## src/design/sha256_pkg.sv

```systemverilog
`timescale 1ns / 1ps
// ----------------------------------------------------------------------------
// sha256_pkg
// Shared types, constants and bit functions of the SHA-256 digest engine.
// ----------------------------------------------------------------------------
package sha256_pkg;

  typedef enum logic [2:0] {
    ST_IDLE,
    ST_ROUND,
    ST_HADD,
    ST_PAD,
    ST_OUT
  } state_t;

  typedef struct packed {
    logic       shift_byte;
    logic [7:0] byte_val;
    logic       step;
  } sched_ctl_t;

  typedef struct packed {
    logic load;
    logic step;
    logic hadd;
    logic init;
  } core_ctl_t;

  localparam logic [7:0] PAD_MARK = 8'h80;
  localparam logic [5:0] LEN_START = 6'd56;

  localparam logic [31:0] HASH_INIT [8] = '{
    32'h6a09e667, 32'hbb67ae85, 32'h3c6ef372, 32'ha54ff53a,
    32'h510e527f, 32'h9b05688c, 32'h1f83d9ab, 32'h5be0cd19
  };

  localparam logic [31:0] ROUND_K [64] = '{
    32'h428a2f98, 32'h71374491, 32'hb5c0fbcf, 32'he9b5dba5,
    32'h3956c25b, 32'h59f111f1, 32'h923f82a4, 32'hab1c5ed5,
    32'hd807aa98, 32'h12835b01, 32'h243185be, 32'h550c7dc3,
    32'h72be5d74, 32'h80deb1fe, 32'h9bdc06a7, 32'hc19bf174,
    32'he49b69c1, 32'hefbe4786, 32'h0fc19dc6, 32'h240ca1cc,
    32'h2de92c6f, 32'h4a7484aa, 32'h5cb0a9dc, 32'h76f988da,
    32'h983e5152, 32'ha831c66d, 32'hb00327c8, 32'hbf597fc7,
    32'hc6e00bf3, 32'hd5a79147, 32'h06ca6351, 32'h14292967,
    32'h27b70a85, 32'h2e1b2138, 32'h4d2c6dfc, 32'h53380d13,
    32'h650a7354, 32'h766a0abb, 32'h81c2c92e, 32'h92722c85,
    32'ha2bfe8a1, 32'ha81a664b, 32'hc24b8b70, 32'hc76c51a3,
    32'hd192e819, 32'hd6990624, 32'hf40e3585, 32'h106aa070,
    32'h19a4c116, 32'h1e376c08, 32'h2748774c, 32'h34b0bcb5,
    32'h391c0cb3, 32'h4ed8aa4a, 32'h5b9cca4f, 32'h682e6ff3,
    32'h748f82ee, 32'h78a5636f, 32'h84c87814, 32'h8cc70208,
    32'h90befffa, 32'ha4506ceb, 32'hbef9a3f7, 32'hc67178f2
  };

  function automatic logic [31:0] big_sigma0(input logic [31:0] x);
    big_sigma0 = {x[1:0], x[31:2]} ^ {x[12:0], x[31:13]} ^ {x[21:0], x[31:22]};
  endfunction

  function automatic logic [31:0] big_sigma1(input logic [31:0] x);
    big_sigma1 = {x[5:0], x[31:6]} ^ {x[10:0], x[31:11]} ^ {x[24:0], x[31:25]};
  endfunction

  function automatic logic [31:0] small_sigma0(input logic [31:0] x);
    small_sigma0 = {x[6:0], x[31:7]} ^ {x[17:0], x[31:18]} ^ {3'b000, x[31:3]};
  endfunction

  function automatic logic [31:0] small_sigma1(input logic [31:0] x);
    small_sigma1 = {x[16:0], x[31:17]} ^ {x[18:0], x[31:19]} ^ {10'b0, x[31:10]};
  endfunction

endpackage

```

## src/design/sha256_sched.sv

```systemverilog
`timescale 1ns / 1ps
// ----------------------------------------------------------------------------
// sha256_sched
// 16-word message schedule window: byte-wise fill, one word per round out.
// ----------------------------------------------------------------------------
module sha256_sched (
  input  logic                   clk,
  input  sha256_pkg::sched_ctl_t ctl,
  output logic [31:0]            w_cur
);

  logic [31:0] win_r   [16];
  logic [31:0] win_nxt [16];
  logic [31:0] w_new;

  // Window holds W[t]..W[t+15] at round t; W[t+16] is formed alongside.
  assign w_new = sha256_pkg::small_sigma1(win_r[14]) + win_r[9]
               + sha256_pkg::small_sigma0(win_r[1]) + win_r[0];
  assign w_cur = win_r[0];

  always_comb begin
    for (int k = 0; k < 16; k++) begin
      win_nxt[k] = win_r[k];
    end
    if (ctl.shift_byte) begin
      // whole window acts as one big-endian byte shift line
      for (int k = 0; k < 15; k++) begin
        win_nxt[k] = {win_r[k][23:0], win_r[k+1][31:24]};
      end
      win_nxt[15] = {win_r[15][23:0], ctl.byte_val};
    end else if (ctl.step) begin
      for (int k = 0; k < 15; k++) begin
        win_nxt[k] = win_r[k+1];
      end
      win_nxt[15] = w_new;
    end
  end

  always_ff @(posedge clk) begin
    for (int k = 0; k < 16; k++) begin
      win_r[k] <= win_nxt[k];
    end
  end

endmodule

```

## src/design/sha256_core.sv

```systemverilog
`timescale 1ns / 1ps
// ----------------------------------------------------------------------------
// sha256_core
// Round unit with working variables a..h and the running hash value.
// ----------------------------------------------------------------------------
module sha256_core (
  input  logic                  clk,
  input  logic                  rst_n,
  input  sha256_pkg::core_ctl_t ctl,
  input  logic [31:0]           k_cur,
  input  logic [31:0]           w_cur,
  input  logic [2:0]            rd_idx,
  output logic [31:0]           rd_word
);

  logic [31:0] hash_r [8];
  logic [31:0] v_r    [8];
  logic [31:0] ch, maj, t1, t2;

  assign ch  = (v_r[4] & v_r[5]) ^ (~v_r[4] & v_r[6]);
  assign maj = (v_r[0] & v_r[1]) ^ (v_r[0] & v_r[2]) ^ (v_r[1] & v_r[2]);
  assign t1  = v_r[7] + sha256_pkg::big_sigma1(v_r[4]) + ch + k_cur + w_cur;
  assign t2  = sha256_pkg::big_sigma0(v_r[0]) + maj;

  assign rd_word = hash_r[rd_idx];

  always_ff @(posedge clk) begin
    if (!rst_n) begin
      for (int k = 0; k < 8; k++) begin
        hash_r[k] <= sha256_pkg::HASH_INIT[k];
      end
    end else if (ctl.init) begin
      for (int k = 0; k < 8; k++) begin
        hash_r[k] <= sha256_pkg::HASH_INIT[k];
      end
    end else if (ctl.hadd) begin
      for (int k = 0; k < 8; k++) begin
        hash_r[k] <= hash_r[k] + v_r[k];
      end
    end
  end

  always_ff @(posedge clk) begin
    if (ctl.load) begin
      for (int k = 0; k < 8; k++) begin
        v_r[k] <= hash_r[k];
      end
    end else if (ctl.step) begin
      v_r[7] <= v_r[6];
      v_r[6] <= v_r[5];
      v_r[5] <= v_r[4];
      v_r[4] <= v_r[3] + t1;
      v_r[3] <= v_r[2];
      v_r[2] <= v_r[1];
      v_r[1] <= v_r[0];
      v_r[0] <= t1 + t2;
    end
  end

endmodule

```

## src/design/sha256_message_digest.sv

```systemverilog
`timescale 1ns / 1ps
// Input: a message byte is taken only in idle; the byte that fills a 64-byte block
//   keeps the input stalled for the 64 rounds on one round unit plus the hash add.
// Finish: padding bytes go through the byte path one per cycle (64 - pos, plus
//   64 when the marker spills), then each block is compressed, then 8 digest transactions.
// Input stalls while the single round unit compresses a block and while padding or output runs.
// Reset: synchronous active-low rst_n loads the initial hash and clears counters.
// ----------------------------------------------------------------------------
// sha256_message_digest
// SHA-256 digest of a byte stream with padding and word-wise digest output.
// ----------------------------------------------------------------------------
module sha256_message_digest (
  input  logic        clk,
  input  logic        rst_n,
  input  logic        in_valid,
  output logic        in_stall,
  input  logic        in_req_type,
  input  logic [7:0]  in_msg_byte,
  output logic        out_valid,
  input  logic        out_stall,
  output logic [31:0] out_digest_word,
  output logic [2:0]  out_word_index,
  output logic        out_last_word
);

  sha256_pkg::state_t     state_r, state_nxt;
  sha256_pkg::sched_ctl_t sched_ctl;
  sha256_pkg::core_ctl_t  core_ctl;

  logic [5:0]  byte_cnt_r;
  logic [60:0] msg_len_r;
  logic [5:0]  round_r;
  logic [2:0]  idx_r;
  logic        pad_act_r, pad_first_r, final_blk_r;

  logic        in_acc, out_acc, out_done, blk_full;
  logic [63:0] bit_len;
  logic [2:0]  len_sel;
  logic [7:0]  pad_byte;
  logic [31:0] w_cur;

  assign in_acc   = in_valid && !in_stall;
  assign out_acc  = out_valid && !out_stall;
  assign out_done = out_acc && (idx_r == 3'd7);
  assign blk_full = sched_ctl.shift_byte && (byte_cnt_r == 6'd63);

  assign bit_len = {msg_len_r, 3'b000};
  assign len_sel = 3'd7 - byte_cnt_r[2:0];

  always_comb begin
    if (pad_first_r) begin
      pad_byte = sha256_pkg::PAD_MARK;
    end else if (final_blk_r && (byte_cnt_r >= sha256_pkg::LEN_START)) begin
      pad_byte = bit_len[{len_sel, 3'b000} +: 8];
    end else begin
      pad_byte = 8'h00;
    end
  end

  // next state
  always_comb begin
    state_nxt = state_r;
    case (state_r)
      sha256_pkg::ST_IDLE: begin
        if (in_acc) begin
          if (in_req_type) begin
            state_nxt = sha256_pkg::ST_PAD;
          end else if (blk_full) begin
            state_nxt = sha256_pkg::ST_ROUND;
          end
        end
      end
      sha256_pkg::ST_PAD: begin
        if (blk_full) begin
          state_nxt = sha256_pkg::ST_ROUND;
        end
      end
      sha256_pkg::ST_ROUND: begin
        if (round_r == 6'd63) begin
          state_nxt = sha256_pkg::ST_HADD;
        end
      end
      sha256_pkg::ST_HADD: begin
        if (!pad_act_r) begin
          state_nxt = sha256_pkg::ST_IDLE;
        end else if (final_blk_r) begin
          state_nxt = sha256_pkg::ST_OUT;
        end else begin
          state_nxt = sha256_pkg::ST_PAD;
        end
      end
      sha256_pkg::ST_OUT: begin
        if (out_done) begin
          state_nxt = sha256_pkg::ST_IDLE;
        end
      end
      default: state_nxt = sha256_pkg::ST_IDLE;
    endcase
  end

  // outputs and unit controls
  always_comb begin
    in_stall             = (state_r != sha256_pkg::ST_IDLE);
    out_valid            = (state_r == sha256_pkg::ST_OUT);
    sched_ctl.shift_byte = (in_valid && !in_stall && !in_req_type)
                         || (state_r == sha256_pkg::ST_PAD);
    sched_ctl.byte_val   = (state_r == sha256_pkg::ST_PAD) ? pad_byte : in_msg_byte;
    sched_ctl.step       = (state_r == sha256_pkg::ST_ROUND);
    core_ctl.load        = sched_ctl.shift_byte && (byte_cnt_r == 6'd63);
    core_ctl.step        = (state_r == sha256_pkg::ST_ROUND);
    core_ctl.hadd        = (state_r == sha256_pkg::ST_HADD);
    core_ctl.init        = out_valid && !out_stall && (idx_r == 3'd7);
  end

  always_ff @(posedge clk) begin
    if (!rst_n) begin
      state_r     <= sha256_pkg::ST_IDLE;
      byte_cnt_r  <= '0;
      msg_len_r   <= '0;
      round_r     <= '0;
      idx_r       <= '0;
      pad_act_r   <= 1'b0;
      pad_first_r <= 1'b0;
      final_blk_r <= 1'b0;
    end else begin
      state_r <= state_nxt;
      if (sched_ctl.shift_byte) begin
        byte_cnt_r <= byte_cnt_r + 6'd1;
      end
      if (in_acc && !in_req_type) begin
        msg_len_r <= msg_len_r + 61'd1;
      end
      if (blk_full) begin
        round_r <= '0;
      end else if (state_r == sha256_pkg::ST_ROUND) begin
        round_r <= round_r + 6'd1;
      end
      if (in_acc && in_req_type) begin
        pad_act_r   <= 1'b1;
        pad_first_r <= 1'b1;
        final_blk_r <= (byte_cnt_r < sha256_pkg::LEN_START);
      end
      if (state_r == sha256_pkg::ST_PAD) begin
        pad_first_r <= 1'b0;
      end
      if ((state_r == sha256_pkg::ST_HADD) && pad_act_r) begin
        final_blk_r <= 1'b1;
      end
      if (out_acc) begin
        idx_r <= idx_r + 3'd1;
      end
      if (out_done) begin
        msg_len_r   <= '0;
        byte_cnt_r  <= '0;
        pad_act_r   <= 1'b0;
        final_blk_r <= 1'b0;
      end
    end
  end

  sha256_sched u_sched (
    .clk   (clk),
    .ctl   (sched_ctl),
    .w_cur (w_cur)
  );

  sha256_core u_core (
    .clk     (clk),
    .rst_n   (rst_n),
    .ctl     (core_ctl),
    .k_cur   (sha256_pkg::ROUND_K[round_r]),
    .w_cur   (w_cur),
    .rd_idx  (idx_r),
    .rd_word (out_digest_word)
  );

  assign out_word_index = idx_r;
  assign out_last_word  = (idx_r == 3'd7);

`ifndef SYNTH
  // a block-filling byte starts the compression at round zero
  a_blk_start: assert property (@(posedge clk) disable iff (!rst_n)
    blk_full |=> (state_r == sha256_pkg::ST_ROUND) && (round_r == 6'd0))
    else $error("block fill did not start rounds");

  a_round_step: assert property (@(posedge clk) disable iff (!rst_n)
    (state_r == sha256_pkg::ST_ROUND) && (round_r != 6'd63)
      |=> (state_r == sha256_pkg::ST_ROUND) && (round_r == $past(round_r) + 6'd1))
    else $error("round counter skipped");

  // digest only comes out with the padded last block fully consumed
  a_out_aligned: assert property (@(posedge clk) disable iff (!rst_n)
    out_valid |-> (byte_cnt_r == 6'd0) && pad_act_r && final_blk_r)
    else $error("digest output with a partial block");

  a_out_reset: assert property (@(posedge clk) disable iff (!rst_n)
    out_done |=> (state_r == sha256_pkg::ST_IDLE) && (msg_len_r == 61'd0)
      && (idx_r == 3'd0) && !pad_act_r)
    else $error("state not cleared after digest");
`endif

endmodule

```

## config.mk

```make
export PLATFORM = sky130hd
export DESIGN_NAME = sha256_message_digest
export DESIGN_NICKNAME = d
export VERILOG_FILES = /design/src/design/sha256_pkg.sv /design/src/design/sha256_sched.sv /design/src/design/sha256_core.sv /design/src/design/sha256_message_digest.sv
export SDC_FILE = /design/constraint.sdc
export NUM_CORES = 2
export LEC_CHECK = 0
export ABC_AREA = 1
export ABC_CLOCK_PERIOD_IN_PS = 19900
export BUFFER_PORTS_ARGS = -buffer_cell sky130_fd_sc_hd__buf_2
export CELL_PAD_IN_SITES_DETAIL_PLACEMENT = 1
export CELL_PAD_IN_SITES_GLOBAL_PLACEMENT = 2
export CORE_MARGIN = 2
export CORE_UTILIZATION = 40
export CTS_CLUSTER_SIZE = 14
export DETAILED_ROUTE_END_ITERATION = 10
export GPL_TIMING_DRIVEN = 1
export PLACE_DENSITY_LB_ADDON = 0.1
export SYNTH_ARGS = -nofsm -noshare
export SYNTH_HDL_FRONTEND = slang
export SYNTH_SLANG_ARGS = --single-unit
```

## constraint.sdc

```tcl
create_clock -name clk -period 19.9 [get_ports clk]
set_clock_uncertainty 0.15 [all_clocks]
set_input_delay 3.98 -clock clk [delete_from_list [all_inputs] [get_ports clk]]
set_output_delay 3.98 -clock clk [all_outputs]
set_load 0.02 [all_outputs]
```

==> out/results.ini <==
[run_status]
status = finished clean

[floorplan]
fp.dieW_um = 452
start_util_pct = 40.2
core_um2 = 200000
rows = 164
dieArea_um2 = 204000
io_pins = 51
die_h_um = 452

[global_routing]
grt_pass1_wl_mm = 512
antenna_found_initial = 11
grt_max_degree = 200
track_usage_pct = 34.1
grt_pass1_vias = 73600
overflow = 0

[layout]
mostFrequentLayoutCells = 3099 x nand2_1, 1139 x inv_1, 992 x edfxtp_1
fillers = 24300
fin_nets = 10700
layout-drive-gt1-share_pct = 4.28
final_common_cell = nand2_1
area_growth_pct = 9.29

[critical_path]
max_stage_delay_ns = 0.91
start_kind = flop
r2r_end = u_core.v_r[0][30]
crit_path_end_kind = flop
arrival_ns = 9.68
r2r_start = round_r[2]
r2r_slack_ns = 10.64
reg2reg_depth = 32
path_max_fanout = 36
critPathSlowestCell = clkinv_1
crit_required_ns = 20.32
crit_type = flop to flop
cp_common_cell = nand2_1

[synth]
ys_types = 62
synthArstFlopShare_pct = 0
synth_flop_cell = edfxtp_1
synth_warnings = 0
synthDominantCellAreaShare_pct = 37.1
synth_edf_count = 992
ys_seq_area_share_pct = 40.0
synth_area_um2 = 80200
ys_seq_elements = 1109
synthesis.nets = 10900
postSynthCellCount = 10200
synth_area_leaders = edfxtp_1 37%, nand2_1 15%, ha_1 6.4%
synth.avg_cell_area_um2 = 7.84
synth_area_leader_cell = edfxtp_1

[timing]
timing.fmax_mhz = 108
maxSlewHeadroom_pct = 6.93
setup_viol = 0
rsz0062_at_grt = false
timing.final.crit_period_ns = 9.26
fin_tns_setup_ns = 0
finalHoldViolations = 0
period_share_pct = 46.5
tightest_slew_ns = 1.38
finalMaxSlewViolations = 0

[hold_path]
hold_depth = 2
worstHoldStart = pad_act_r
holdPathEnd = pad_act_r
worstHoldPathType = flop to flop

[clock_network]
cts_max_path_buffers = 3
clock-sinks = 1109
path_clk_slew_ns = 0.06
clk_latency_ns = 0.81
htreeDepth = 4
cts_root_buf = clkbuf_16
cts_repair_resize_count = 0
cts_tree = built
cts_buffers = 140
cts_hold_buf = 0
post_cts.repair.setup_buffers = 0

[routing]
vias = 74200
dr.pass1.iters = 6
drt-total-wl_mm = 356
post_drt_wl_per_cell_um = 27.7
drt_iter0_markers = 7960
route.detailed.drc = 0
viasPerCell = 5.77
ant_nets = 0

[placed_design]
gp_congestion = 1.03
portBuffers = 50
hpwl_mm = 280

[flow_run]
maxCapViolations = 0

routing by layer:
metal | vias up | wire length, µm | track usage, % | part of all wire (%)
met5 | - | 32 | 0 | 0.0090
met4 | 4 | 10300 | 9.19 | 2.9
met3 | 429 | 30200 | 6.69 | 8.5
met2 | 2585 | 150000 | 50.0 | 42
met1 | 37400 | 166000 | 50.8 | 46
li1 | 33800 | - | - | -
worst max-delay path by stage:
stage,slack (ns),start,end,cells after the start
2_1_floorplan,2.88,in_req_type,u_sched.win_r[0][0],7
3_3_place_gp,10.69,round_r[2],u_core.v_r[0][31],30
5_1_grt,10.03,round_r[2],u_core.v_r[0][30],32
3_5_place_dp,10.64,round_r[2],u_core.v_r[0][30],32
6_report,10.64,round_r[2],u_core.v_r[0][30],32
4_1_cts,10.60,round_r[2],u_core.v_r[0][30],32
cells by family after synthesis:
group | synth area share (%)
compound gates | 14.9
xor+xnor | 4.04
fa+ha+maj | 11.3
buf+inv | 7.40
flops | 40.0
simple gates | 22.2
flip-flops by register name (all words and copies together), names as in the netlist, named ones only:
signal and cells:
u_sched.win_r 512, u_core.hash_r 256, u_core.v_r 256, msg_len_r 61, byte_cnt_r 6, round_r 6
out_word_index 3, state_r 3, final_blk_r 1, pad_act_r 1, pad_first_r 1
critical path: cells and delay by family, from the launching register on:
kind	cells	cell delay, ns
flops	1	0.31
simple gates	11	2.00
xor+xnor	1	0.48
buf+inv	6	1.78
compound gates	10	2.41
fa+ha+maj	4	1.90
synthesized netlist by cell type (72+ instances only):
| library cell | number |
|---|---|
| nand2_1 | 3105 |
| xnor2_1 | 159 |
| a31oi_1 | 84 |
| edfxtp_1 | 992 |
| a21oi_1 | 774 |
| dfxtp_1 | 117 |
| xor2_1 | 211 |
| fa_1 | 197 |
| nor3_1 | 114 |
| ha_1 | 410 |
| clkbuf_1 | 342 |
| nand3_1 | 328 |
| nand4_1 | 91 |
| o21bai_1 | 72 |
| o21ai_0 | 857 |
| nor2_1 | 658 |
| inv_1 | 1141 |
final cells by class:
cell class,count,area [µm²],share of cell area [%]
clock buffer,168,3700,4.22
timing repair buffer,128,886,1.01
antenna,1,2.50,0.00285
multi-input combinational,7555,42200,48.2
clock inverter,88,1070,1.22
sequential,1109,32100,36.7
tap,2656,3320,3.79
inverter,1151,4340,4.95
through the flow:
| step | utilization (%) | cells | hold WS (ns) | worst slack (ns) | cell area, µm² |
|---|---|---|---|---|---|
| after CTS | 43.9 | 12900 | 0.313 | 10.60 | 87700 |
| after global placement | 41.5 | 12600 | 0.293 | 10.69 | 82900 |
| after global routing | 43.9 | 12900 | 0.343 | 10.03 | 87700 |
| after detailed placement | 41.5 | 12600 | 0.304 | 10.64 | 82900 |
| after floorplan | - | 10200 | 0.282 | 2.88 | 80200 |
| final | 43.9 | 12900 | 0.315 | 10.64 | 87700 |
Power is left out: the tool's default activity adds up to more than one toggle a clock period on the data nets, which glitch-free logic cannot reach.
